File: config.mk
export PLATFORM = sky130hd
export DESIGN_NAME = slr_ctrl
export DESIGN_NICKNAME = d
export VERILOG_FILES = /design/src/rtl/slr_pkg.sv /design/src/rtl/slr_ctrl.sv
export SDC_FILE = /design/constraint.sdc
export NUM_CORES = 1
export LEC_CHECK = 0
export ABC_CLOCK_PERIOD_IN_PS = 1270
export BUFFER_PORTS_ARGS = -buffer_cell sky130_fd_sc_hd__buf_4
export CORE_AREA = 2 2 39 41
export CTS_CLUSTER_DIAMETER = 30
export DETAILED_ROUTE_END_ITERATION = 8
export DIE_AREA = 0 0 41 43
export PLACE_DENSITY_LB_ADDON = 0.15
export SLEW_MARGIN = 20
export SYNTH_ARGS = -nofsm -noshare
export SYNTH_HDL_FRONTEND = slang
export SYNTH_SLANG_ARGS = --single-unit
export TNS_END_PERCENT = 10
File: constraint.sdc
create_clock -name clk -period 1.27 [get_ports clk]
set_input_delay 0.127 -clock clk [delete_from_list [all_inputs] [get_ports clk]]
set_output_delay 0.127 -clock clk [all_outputs]
set_load 0.03 [all_outputs]
File: src/rtl/slr_pkg.sv
// ----------------------------------------------------------------------------
// slr_pkg
// shared constants, register map, and control types for the rate limiter
// ----------------------------------------------------------------------------
package slr_pkg;

  localparam int MAX_STAMPS  = 64;
  localparam int TIME_BITS   = 48;
  localparam int NUM_CLASSES = 4;
  localparam int CLASS_W     = 2;
  localparam int WIN_W       = 32;
  localparam int LIM_W       = 7;
  localparam int CNT_W       = 32;
  localparam int DATA_W      = 32;

  localparam int HEAD_W = (MAX_STAMPS > 1) ? $clog2(MAX_STAMPS) : 1;
  localparam int FILL_W = $clog2(MAX_STAMPS + 1);
  localparam int ADDR_W = $clog2(NUM_CLASSES * MAX_STAMPS);
  localparam int DEPTH  = NUM_CLASSES * MAX_STAMPS;

  // widths used for the compares
  localparam int AGE_W = (TIME_BITS > WIN_W) ? TIME_BITS : WIN_W;
  localparam int LCMP_W = (LIM_W > FILL_W) ? LIM_W : FILL_W;

  // register map
  localparam int NUM_REGS  = 5;
  localparam int PADDR_W   = $clog2(NUM_REGS * 4);
  localparam int REG_IDX_W = PADDR_W - 2;

  localparam logic [REG_IDX_W-1:0] REG_WINDOW  = REG_IDX_W'(0);
  localparam logic [REG_IDX_W-1:0] REG_SESSION = REG_IDX_W'(1);
  localparam logic [REG_IDX_W-1:0] REG_MOVE    = REG_IDX_W'(2);
  localparam logic [REG_IDX_W-1:0] REG_CHAT    = REG_IDX_W'(3);
  localparam logic [REG_IDX_W-1:0] REG_ACTION  = REG_IDX_W'(4);

  localparam logic [WIN_W-1:0] WINDOW_RST = WIN_W'(1000);
  localparam logic [LIM_W-1:0] LIMIT_RST  = LIM_W'(16);

  localparam logic [CNT_W-1:0]  CNT_MAX     = {CNT_W{1'b1}};
  localparam logic [HEAD_W:0]   MAX_POS     = (HEAD_W + 1)'(MAX_STAMPS);
  localparam logic [LCMP_W-1:0] MAX_LIM     = LCMP_W'(MAX_STAMPS);

  typedef struct packed {
    logic [WIN_W-1:0]                  window;
    logic [NUM_CLASSES-1:0][LIM_W-1:0] limit;
  } cfg_t;

  typedef struct packed {
    logic load;
    logic pop;
    logic decide;
  } dp_cmd_t;

  typedef struct packed {
    logic empty;
    logic expired;
  } dp_stat_t;

  // ring position modulo MAX_STAMPS, sum is below twice the ring size
  function automatic logic [HEAD_W-1:0] wrap_pos(input logic [HEAD_W:0] sum);
    logic [HEAD_W:0] adj;
    adj = (sum >= MAX_POS) ? (sum - MAX_POS) : sum;
    return adj[HEAD_W-1:0];
  endfunction

  function automatic logic [ADDR_W-1:0] slot_addr(input logic [CLASS_W-1:0] cls,
                                                  input logic [HEAD_W-1:0] pos);
    return ADDR_W'(cls) * ADDR_W'(MAX_STAMPS) + ADDR_W'(pos);
  endfunction

  function automatic logic [CNT_W-1:0] sat_inc(input logic [CNT_W-1:0] v);
    return (v == CNT_MAX) ? v : v + CNT_W'(1);
  endfunction

endpackage

File: src/rtl/slr_ctrl.sv
// ----------------------------------------------------------------------------
// slr_ctrl
// sequencer: latch request, pop expired stamps one at a time, decide
// ----------------------------------------------------------------------------
module slr_ctrl
  import slr_pkg::*;
(
  input  logic     clk,
  input  logic     rst,
  input  logic     start,
  output logic     busy,
  input  dp_stat_t stat,
  output dp_cmd_t  cmd
);

  typedef enum logic [1:0] {
    ST_IDLE,
    ST_LOOK,
    ST_CMP,
    ST_DECIDE
  } state_t;

  state_t state, state_next;

  always_comb begin
    state_next = state;
    case (state)
      ST_IDLE:   if (start) state_next = ST_LOOK;
      ST_LOOK:   state_next = stat.empty ? ST_DECIDE : ST_CMP;
      ST_CMP:    state_next = stat.expired ? ST_LOOK : ST_DECIDE;
      ST_DECIDE: state_next = ST_IDLE;
      default:   state_next = ST_IDLE;
    endcase
  end

  always_ff @(posedge clk) begin
    if (rst) begin
      state <= ST_IDLE;
    end else begin
      state <= state_next;
    end
  end

  assign busy       = (state != ST_IDLE);
  assign cmd.load   = (state == ST_IDLE) && start;
  assign cmd.pop    = (state == ST_CMP) && stat.expired;
  assign cmd.decide = (state == ST_DECIDE);

  a_accept_busy: assert property (@(posedge clk) disable iff (rst)
    (start && !busy) |=> busy)
    else $error("accepted item did not raise busy");

  a_decide_ends: assert property (@(posedge clk) disable iff (rst)
    cmd.decide |=> !busy)
    else $error("busy held past decision");

endmodule

Word-level counts from Yosys, hierarchy flattened
Cells that the tools add are included.
{"block": "totals", "reg_bits": 2, "latchBits": 0, "ramBits": 0, "rom_bits": 0, "in_bits": 5, "output_inout_bits": 4, "wordCells": 13, "n_memories": 0}
{"block": "op_classes", "addsub": 0, "multipliers": 0, "div": 0, "order_cmp": 0, "eq_ne": 4, "n_shift": 0, "mux": 4, "n_bitwise": 0, "n_reduce_logical": 4}
{"cell": "2-bit case mux with 4 select lines", "count": 1}
{"cell": "2-bit == test, second input constant", "count": 2}
{"cell": "2-bit 2-to-1 mux", "count": 2}
{"cell": "2-bit by 1-bit == test with 1-bit output, second input constant", "count": 1}
{"cell": "1-bit logical AND", "count": 2}
{"cell": "2-bit zero test", "count": 1}
{"cell": "2-bit != test, second input constant", "count": 1}
{"cell": "2-bit nonzero test", "count": 1}
{"cell": "1-bit 2-to-1 mux", "count": 1}

Logic depth before layout (Yosys ltp)
{"block": "logic_depth", "word_depth": 2, "depth_mapped": 2}

Least setup slack after synthesis
OpenSTA, ideal clock, no wires.
{"block": "synth_path", "path_type": "reg2out", "start": "register state[0]", "end": "output port cmd[2] (netlist bit)", "arrival_ns": 1.146, "required_ns": 1.143, "path_slack_ns": -0.003, "path_stages_with_launch": 3, "path_cell_list": "dfxtp_1 > or2_2 > nor2_1"}
{"element": "from (decl)", "line": "slr_ctrl.sv:23", "source": "state_t state, state_next;"}
{"element": "from (signal assigned)", "line": "slr_ctrl.sv:40", "source": "state <= state_next;"}
{"element": "to (decl)", "line": "slr_ctrl.sv:13", "source": "output dp_cmd_t cmd"}

==> impl_summary.md <==
Synthesis
Each instance of the synthesized netlist takes up on average slightly below 8 um2. The cell area after technology mapping is 110 um2. Yosys printed 0 warnings. The async set-reset flop share out of synthesis is 0. Of the synthesized area, sequential elements account for 0.364.

The register bit count reported by yosys is 2. Of the post-synthesis cell area, the dominant cell type holds 0.364. The count of flip-flops with a built-in enable after synthesis is 0.

The largest area contributor in the netlist is dfxtp_1. By count the netlist is led by 3 x nor2_1, 2 x dfxtp_1, 2 x nand2b_1. The instance count of the mapped netlist is 14. Yosys attributes the largest share of cell area to dfxtp_1 36%, nand2b_1 11%, nor2_1 10%, a21oi_2 8.0%, o32ai_1 8.0%. The number of nets in the synthesized netlist is 19.

The most numerous cell in the Yosys netlist is nor2_1. In this run, distinct cell masters in the synthesized netlist total 10. The flip-flop cell with the highest count after synthesis is dfxtp_1.

Floorplan
The area of the die is 1760 um2. The top-level port count is 9. The number of cell rows is 14. The die is 43 um tall. In this run the standard cell core region covers 1380 um2. The starting density of the core is 0.0796. The overall die width is 41 um.

Layout
Relative to the synthesized area, the layout overhead comes to 100%. The largest registers in the layout are state x2. The register with the most flip-flops in the layout has 2 of them. The fraction of final layout cells with drive strength greater than 1 is 0.600. For this run, the post-layout net count is 32. The cell area after layout is 220 um2. Ranked by flip-flop count, first place goes to state. The final standard cell count with taps included and fillers excluded is 41. The number of antenna diodes is 0.

CTS
The clock passes through at most 2 buffers. At the later pin of the worst-skew pair, clock insertion delay measures between 0.2 and 0.25 ns. The number of hold buffers added after CTS is 0. The clock net sink count is 2. The number of buffers added for setup after CTS is 0. The cell at the root of the clock tree is clkbuf_4. The CTS tree is built. Gates resized during post-CTS repair numbered 0. In this run the number of H-tree levels came out at 1. Clock-pin slew was measured on the worst setup and hold paths at 0.03 ns.

The number of CTS-inserted buffers is 3.

Power and ir drop
The power consumption is 300 uW. The power per standard cell area is 1360 nW/um2. The worst-case IR drop observed on VDD is 0.224 mV.

Summed over all cells, the static leakage comes to ~0.0001 uW.

Placed design
The post-detailed-placement cell area is just under 200 um2. Input and output buffers added on the ports amount to 8. The HPWL after detailed placement is about 230 um. The number of cells after detailed placement is 38. The worst slack after detailed placement is 0.265 ns. The routability congestion estimate from global placement is around 0.61.

Flow run
The tool flagged a number of max-cap violations equal to 0.

Global route
The total grt overflow is 0. The number of global-route vias before repair came to 126. Entering global routing, the biggest net connects 7 pins. The first global-routing pass estimated approximately 420 um of wire. Across every metal layer, demand over resource in global routing totals 0.0421. The number of antenna violations at the first check in global routing is 0.

STA
The time the final worst path needs with I/O delays and setup is between 1 and 1.5 ns. In the post-route analysis, the smallest setup slack over all paths is 0.0567 ns. The final number of hold-violating endpoints is 0.

The number of setup violations in the final report is 0. The clock arrives with between 0.0002 and 0.00025 ns of skew. The slew at the pin closest to its max-slew limit is 0.199 ns. Based on the critical path, the design can be clocked at up to 824 MHz.

The relative slew slack is 0.867. Setup repair after global routing left no endpoint under its margin. The final-report max-slew violation count is 0. The fraction of the cycle the final worst path needs is 0.955. The total negative slack is 0 ns.

Route
Once detail routing completed, the nets flagged for antenna violations numbered 0. Dividing the detail-routed wire length by the instance count gives 7.59 um. The total routed wirelength is about 310 um. The total iterations of the first detailed-routing run is 1. In the routed design, unresolved DRC markers number 0.

In the routed layout, each cell is associated on average with a via count of 3.20. The number of DRC markers after the initial detailed-route iteration is 0. The routed layout has 131 vias.

Setup path
The family with the most delay on the worst path is simple AND/OR/NAND/NOR gates. Walking the worst path, the cells encountered are or2_2 -> nor2_2 -> buf_6. On the worst path, the slowest cell contributes a delay of 0.33 ns. The required arrival time at the worst endpoint is 1.14 ns.

The nature of the critical path endpoint is an output pin. Data on the critical path arrives at its endpoint at about 1.1 ns. Together, buffers and inverters on the worst path number 1.

The critical path class is reg -> out. Tracing the worst setup path back leads to its startpoint at state[0]$_SDFFE_PP0P_. The startpoint of the lowest-slack register-to-register path is state[1]$_SDFFE_PP0P_.

The largest fanout on the critical path is 6. The slowest cell on the critical path is dfxtp_2. STA classifies the critical path startpoint as a register.

Min path
The source of the worst hold timing path is rst. The min-delay analysis places its worst path in the category in -> reg.

Run status
The run finished with clean final reports.
## placed cells by master, fill, tap and decap left out, types with 2 or more instances in the layout
master and count:
nor2_1 2, buf_4 7, nand2b_1 2, clkbuf_4 3
## where the power goes
group / internal (uW) / switching [uW]
sequential: 71.0 / 7.33
combinational: 38.5 / 43.8
clock: 104 / 35.4
## cell families after synthesis
kind of cell	Yosys count	share of synthesized area
AND/OR/NAND/NOR	9	0.443
AO/OA/AOI/OAI	2	0.159
flip-flops	2	0.364
buffers and inverters	1	0.0341
## worst reg2reg max path, cell delays in order, from the launching register on
cell and delay [ns]:
dfxtp_1 0.37, or3b_1 0.38, a21oi_2 0.13
## metrics by stage
step / util / hold slack [ns]
after global placement: 0.139 / 0.304
after CTS: 0.156 / 0.0636
after floorplan: - / 0.189
final: 0.159 / 0.0750
after global routing: 0.159 / 0.0727
after detailed placement: 0.139 / 0.303
## final cells by class
class	instances	area (um2)
clock buffer	3	22.5
fill	163	1160
inverter	1	3.75
multi-input combinational	11	68.8
sequential	2	41.3
tap	16	20.0
timing repair buffer	8	63.8
## metal layers
metal	up-vias	GRT usage	routed length, um
met5	-	0	0
met4	0	0.0600	0
met3	0	0.0366	57
met2	7	0.0469	141
met1	56	0.0353	112
li1	68	-	-
## worst paths after layout
kind	cells after the start	slack (ns)	to
worst max-delay path	3	0.06	cmd[2]
worst min-delay path	2	0.08	state[1]$_SDFFE_PP0P_
worst min register to register	1	0.48	state[0]$_SDFFE_PP0P_
worst max register to register	2	0.32	state[1]$_SDFFE_PP0P_
Power figures use the tool's default switching activity.
