## src/rtl/slr_pkg.sv

```systemverilog
// ----------------------------------------------------------------------------
// slr_pkg
// shared constants, register map, and control types for the rate limiter
// ----------------------------------------------------------------------------
package slr_pkg;

  localparam int MAX_STAMPS  = 64;
  localparam int TIME_BITS   = 48;
  localparam int NUM_CLASSES = 4;
  localparam int CLASS_W     = 2;
  localparam int WIN_W       = 32;
  localparam int LIM_W       = 7;
  localparam int CNT_W       = 32;
  localparam int DATA_W      = 32;

  localparam int HEAD_W = (MAX_STAMPS > 1) ? $clog2(MAX_STAMPS) : 1;
  localparam int FILL_W = $clog2(MAX_STAMPS + 1);
  localparam int ADDR_W = $clog2(NUM_CLASSES * MAX_STAMPS);
  localparam int DEPTH  = NUM_CLASSES * MAX_STAMPS;

  // widths used for the compares
  localparam int AGE_W = (TIME_BITS > WIN_W) ? TIME_BITS : WIN_W;
  localparam int LCMP_W = (LIM_W > FILL_W) ? LIM_W : FILL_W;

  // register map
  localparam int NUM_REGS  = 5;
  localparam int PADDR_W   = $clog2(NUM_REGS * 4);
  localparam int REG_IDX_W = PADDR_W - 2;

  localparam logic [REG_IDX_W-1:0] REG_WINDOW  = REG_IDX_W'(0);
  localparam logic [REG_IDX_W-1:0] REG_SESSION = REG_IDX_W'(1);
  localparam logic [REG_IDX_W-1:0] REG_MOVE    = REG_IDX_W'(2);
  localparam logic [REG_IDX_W-1:0] REG_CHAT    = REG_IDX_W'(3);
  localparam logic [REG_IDX_W-1:0] REG_ACTION  = REG_IDX_W'(4);

  localparam logic [WIN_W-1:0] WINDOW_RST = WIN_W'(1000);
  localparam logic [LIM_W-1:0] LIMIT_RST  = LIM_W'(16);

  localparam logic [CNT_W-1:0]  CNT_MAX     = {CNT_W{1'b1}};
  localparam logic [HEAD_W:0]   MAX_POS     = (HEAD_W + 1)'(MAX_STAMPS);
  localparam logic [LCMP_W-1:0] MAX_LIM     = LCMP_W'(MAX_STAMPS);

  typedef struct packed {
    logic [WIN_W-1:0]                  window;
    logic [NUM_CLASSES-1:0][LIM_W-1:0] limit;
  } cfg_t;

  typedef struct packed {
    logic load;
    logic pop;
    logic decide;
  } dp_cmd_t;

  typedef struct packed {
    logic empty;
    logic expired;
  } dp_stat_t;

  // ring position modulo MAX_STAMPS, sum is below twice the ring size
  function automatic logic [HEAD_W-1:0] wrap_pos(input logic [HEAD_W:0] sum);
    logic [HEAD_W:0] adj;
    adj = (sum >= MAX_POS) ? (sum - MAX_POS) : sum;
    return adj[HEAD_W-1:0];
  endfunction

  function automatic logic [ADDR_W-1:0] slot_addr(input logic [CLASS_W-1:0] cls,
                                                  input logic [HEAD_W-1:0] pos);
    return ADDR_W'(cls) * ADDR_W'(MAX_STAMPS) + ADDR_W'(pos);
  endfunction

  function automatic logic [CNT_W-1:0] sat_inc(input logic [CNT_W-1:0] v);
    return (v == CNT_MAX) ? v : v + CNT_W'(1);
  endfunction

endpackage

```

## src/rtl/slr_regs.sv

```systemverilog
// ----------------------------------------------------------------------------
// slr_regs
// apb configuration registers: window length and per-class limits
// ----------------------------------------------------------------------------
module slr_regs
  import slr_pkg::*;
(
  input  logic               clk,
  input  logic               rst,
  input  logic               psel,
  input  logic               penable,
  input  logic               pwrite,
  input  logic [PADDR_W-1:0] paddr,
  input  logic [DATA_W-1:0]  pwdata,
  output logic [DATA_W-1:0]  prdata,
  output logic               pready,
  output cfg_t               cfg
);

  logic                 wr_en;
  logic [REG_IDX_W-1:0] idx;

  assign pready = 1'b1;
  assign wr_en  = psel && penable && pwrite;
  assign idx    = paddr[PADDR_W-1:2];

  always_ff @(posedge clk) begin
    if (rst) begin
      cfg.window <= WINDOW_RST;
      for (int i = 0; i < NUM_CLASSES; i++) begin
        cfg.limit[i] <= LIMIT_RST;
      end
    end else if (wr_en) begin
      case (idx)
        REG_WINDOW:  cfg.window   <= pwdata[WIN_W-1:0];
        REG_SESSION: cfg.limit[0] <= pwdata[LIM_W-1:0];
        REG_MOVE:    cfg.limit[1] <= pwdata[LIM_W-1:0];
        REG_CHAT:    cfg.limit[2] <= pwdata[LIM_W-1:0];
        REG_ACTION:  cfg.limit[3] <= pwdata[LIM_W-1:0];
        default: ;
      endcase
    end
  end

  always_comb begin
    case (idx)
      REG_WINDOW:  prdata = DATA_W'(cfg.window);
      REG_SESSION: prdata = DATA_W'(cfg.limit[0]);
      REG_MOVE:    prdata = DATA_W'(cfg.limit[1]);
      REG_CHAT:    prdata = DATA_W'(cfg.limit[2]);
      REG_ACTION:  prdata = DATA_W'(cfg.limit[3]);
      default:     prdata = '0;
    endcase
  end

endmodule

```

## config.mk

```make
export PLATFORM = sky130hd
export DESIGN_NAME = slr_regs
export DESIGN_NICKNAME = d
export VERILOG_FILES = /design/src/rtl/slr_pkg.sv /design/src/rtl/slr_regs.sv
export SDC_FILE = /design/constraint.sdc
export NUM_CORES = 1
export LEC_CHECK = 0
export ABC_CLOCK_PERIOD_IN_PS = 900
export BUFFER_PORTS_ARGS = -buffer_cell sky130_fd_sc_hd__buf_2
export CAP_MARGIN = 0
export CORE_MARGIN = 4
export CORE_UTILIZATION = 35
export DETAILED_ROUTE_END_ITERATION = 12
export SYNTH_ARGS = -nofsm -noshare
export SYNTH_HDL_FRONTEND = slang
export SYNTH_SLANG_ARGS = --single-unit
```

## constraint.sdc

```tcl
create_clock -name clk -period 0.9 [get_ports clk]
set_input_delay 0.09 -clock clk [delete_from_list [all_inputs] [get_ports clk]]
set_output_delay 0.09 -clock clk [all_outputs]
set_load 0.005 [all_outputs]
```

; ---- Word level (Yosys, flattened, before mapping)
; Index checks and enable logic that the tools add are counted.
[op_classes]
eq_ne = 4
n_mux = 1
n_reduce_logical = 8
[ops]
columns = operator, count
row1 = 32-bit case mux with 5 select lines, 1
row2 = 2-bit AND reduction, 5
row3 = 3-bit by 2-bit == test with 1-bit output (second input constant), 2
row4 = 3-bit by 1-bit == test with 1-bit output (second input constant), 1
row5 = 3-bit == test (second input constant), 1
row6 = 3-bit zero test, 1
row7 = 1-bit logical AND, 2
[word_totals]
regBits = 60
in_bits = 42
word_cells = 18
output_inout_bits = 93

; ---- Longest topological paths before layout
[depth]
ltp_word = 3
mapped_depth = 5
mapped_depth_nobuf = 3

; ---- Worst setup path after synthesis
; OpenSTA, ideal clock, no wires.
[synth_path]
path_kind = input to register
start = input port paddr[3]
end = register cfg[3] (netlist name)
setup_ns = 0.072
required_ns = 0.828
path_stages = 4
n_path_buf = 2
slack_ns = -0.054
arrival_time_ns = 0.882
cell_sequence = buf_4 > buf_4 > nor3b_4 > mux2i_1
[synth_between]
elab_chain_len = 2
[synth_rtl]
columns = element, line
row1 = start: declaration, slr_regs.sv:13  ; input logic [PADDR_W-1:0] paddr,
row2 = 3-bit by 1-bit == test with 1-bit output, slr_regs.sv:34  ; case (idx)
row3 = 2-bit AND reduction (no line), --
row4 = end: declaration, slr_regs.sv:17  ; output cfg_t cfg
; Every way passes these cells.
; A chain may end at the register's enable or synchronous reset.

; ---- Worst setup path after layout
[layout_path]
start = register cfg[7] (netlist name)
end = output port prdata[0]
[layout_between]
elab_chain_len = 1
[layout_rtl]
columns = element, line
row1 = 32-bit case mux with 5 select lines, slr_regs.sv:46  ; case (idx)
row2 = end: declaration, slr_regs.sv:15  ; output logic [DATA_W-1:0] prdata,
; Every way passes these cells.

==> results.md <==
- Flop2flop setup slack: 20 ps
- Worst vdd ir: 744 uV
- Area Growth Syn to Fin: 77.7%
- Remaining DRCs: 0
- GRT overflow: 0
- Synth warn: 0
- DP Cell Count: 572
- Non-filler cells, final: 614
- Max FFs per register: 60
- Syn_nets: 358
- Main combinational cell family by area after synthesis: simple AND/OR/NAND/NOR gates
- Dominant cell type by area after synthesis: dfxtp_1
- Initial DRC Count: 117
- Crit. Startpoint: cfg[7]
- Adder-Cell Fraction of Synth Area: 0
- Root buffer cell: clkbuf_8
- Commonest non-fill, non-tap cells in the layout: buf_6 (83), buf_2 (72), dfxtp_2 (55), mux2i_1 (37)
- Avg Inst Size Synth: 9.40 um2
- Drt first pass iters: 4
- Worst Skew: 0 ps
- CTS buffer count: 9
- Antenna-violating nets left: 0
- Layout cell share with drive strength beyond 1: 0.640
- Dpl hpwl: 6.63 mm
- XOR/XNOR share of the synthesized area: 0
- Die X: 100 um
- Max Cap Viol: 0
- FMAX: 701 MHz
- Commonest non-fill, non-tap cell in the layout: buf_6
- Core ar.: 0.00822 mm2
- Clock H-tree levels: 3
- CTS tree: yes
- EDFF count, synth: 0
- CP arrival: 1340 ps
- Nets: 546
- Power per cell area: 1190 mW/mm2
- Min-Delay Path Class: in2reg
- Detailed-route via count: 3128
- Final min period: 1430 ps
- P_leak: 2.41 nW
- Crit Path Class: reg2out
- Pre-CTS setup slack: -312 ps
- Mux cell area share after synthesis: 0.151
- RSZ-0062 raised after global routing: yes
- Crit. End Element: output port
- Seq cells post-synth: 60
- Routed vias/inst: 5.09
- Post-route cell area: 0.00528 mm2
- Post-synthesis sequential area ratio: 0.405
- Synth Area in Simple Gates: 0.234
- Post-DP Area: 0.00408 mm2
- PortBufs: 131
- Required time of the critical path: 810 ps
- R2r worst-path depth: 5
- Post-Syn Instances: 316
- Clock transition at the registers of the reported paths: 70 ps
- RR Endpoint: cfg[7]
- Initial Util: 0.361
- Largest reg by FF count: cfg
- Largest net degree at the start of global routing: 29
- Vias in the first global route: 2916
- Reg-to-reg startpoint: cfg[7]
- CTS Sinks: 60
- WHS Path Cells: 3
- Die Y: 100 um
- Fin. Hold Viols: 0
- Placer Congestion: 0.767
- Row cnt: 33
- Regs by FF count: cfg: 60 flops
- Hold_sp: pwdata[16]
- Antenna diodes: 0
- Asr flop ratio synth: 0
- Startpoint Class: flip-flop
- Worst-case clock buffer depth: 2
- Crit path to: prdata[0]
- Cell area after synthesis: 0.00297 mm2
- Endpoints failing setup: 54
- Fin crit share: 1.59
- Maximum fanout along the worst path: 2
- Compound-gate portion of the synthesized area: 0.147
- Slew Viols, Final: 0
- First-pass GRT wire length: 14.6 mm
- Worst skew pair latency: 330 ps
- Wire per inst: 16.7 um
- Yosys top cell area share: 0.405
- Failing checks: setup timing
- Final worst setup slack: -527 ps
- DIE AREA: 0.0100 mm2
- Design Power: 0.00630 W
- Fillers: 659
- Ranking of synthesized cells by area: dfxtp_1 (40%), mux2i_1 (12%), nand2b_1 (7.0%)
- Total GRT Usage: 0.182
- Distinct cell type count after synthesis: 29
- Detailed Route WL: 10.3 mm
- Number of antenna violations at the first check in global routing: 0
- I/O pin cnt: 135
- Setup TNS: -10360 ps
- Run status: finished with violations
- Predominant post-synthesis flop cell: dfxtp_1
cell families (layout without fill, tap and decap cells):
family | after synthesis | count (layout)
AO/OA/AOI/OAI | 67 | 67
buffers and inverters | 33 | 226
other | 1 | 1
AND/OR/NAND/NOR | 111 | 111
flip-flops | 60 | 60
multiplexers | 44 | 44
where the power goes:
group	internal [W]	switching, W
clock	0.00178	0.00106
combinational	0.000411	0.000368
sequential	0.00266	0.0000165
layer usage:
| metal | wire length (um) | vias to the layer above | track usage |
|---|---|---|---|
| met5 | 0 | - | 0 |
| met4 | 245 | 0 | 0.0622 |
| met3 | 761 | 18 | 0.0445 |
| met2 | 4960 | 132 | 0.291 |
| met1 | 4280 | 1478 | 0.241 |
| li1 | - | 1500 | - |
worst max-delay path, stage by stage (launching register included):
cell and delay (ps):
dfxtp_2 320, mux2_4 270, a22oi_2 170, o22ai_2 100, buf_2 140
repair_timing:
item,4_1_cts,5_1_grt
buffers inserted,3,18
hold buffers,8,0
pin swaps,7,26
cloned,0,4
gates resized for setup,94,101
setup endpoints to repair,80,90
endpoints found under the hold margin,8,0
layout make-up:
class                      instances  area, um2  share of cell area
timing repair buffer             210       1910               0.362
clock buffer                      12        165              0.0313
sequential                        60       1290               0.244
tap                              105        131              0.0249
clock inverter                     4       70.1              0.0133
multi-input combinational        223       1710               0.325
synthesized netlist by cell type, types with 2 or more instances:
cell type   n
o22ai_1     7
dfxtp_1    60
a21oi_1    23
nor2_1     17
nand2b_1   33
buf_4       9
and2_1     25
nand3_1    23
buf_1       4
a22oi_1    14
mux2_2      7
o31ai_1    23
mux2i_1    37
buf_2       8
buf_6       2
nor2b_1     2
clkbuf_1   10
through the flow:
stage / hold WS, ps / utilization
after floorplan: 238 / -
after global placement: 343 / 0.496
after detailed placement: 350 / 0.496
after CTS: 1.22 / 0.571
after global routing: 3.93 / 0.642
final: 3.10 / 0.642
worst min path at each step:
stage	slack [ps]	to
CTS	1	cfg[38]
global placement	340	cfg[50]
floorplan	240	cfg[38]
finish	3	cfg[44]
global route	4	cfg[44]
detailed placement	350	cfg[49]
Note: power is estimated with default switching activity, not from simulation.
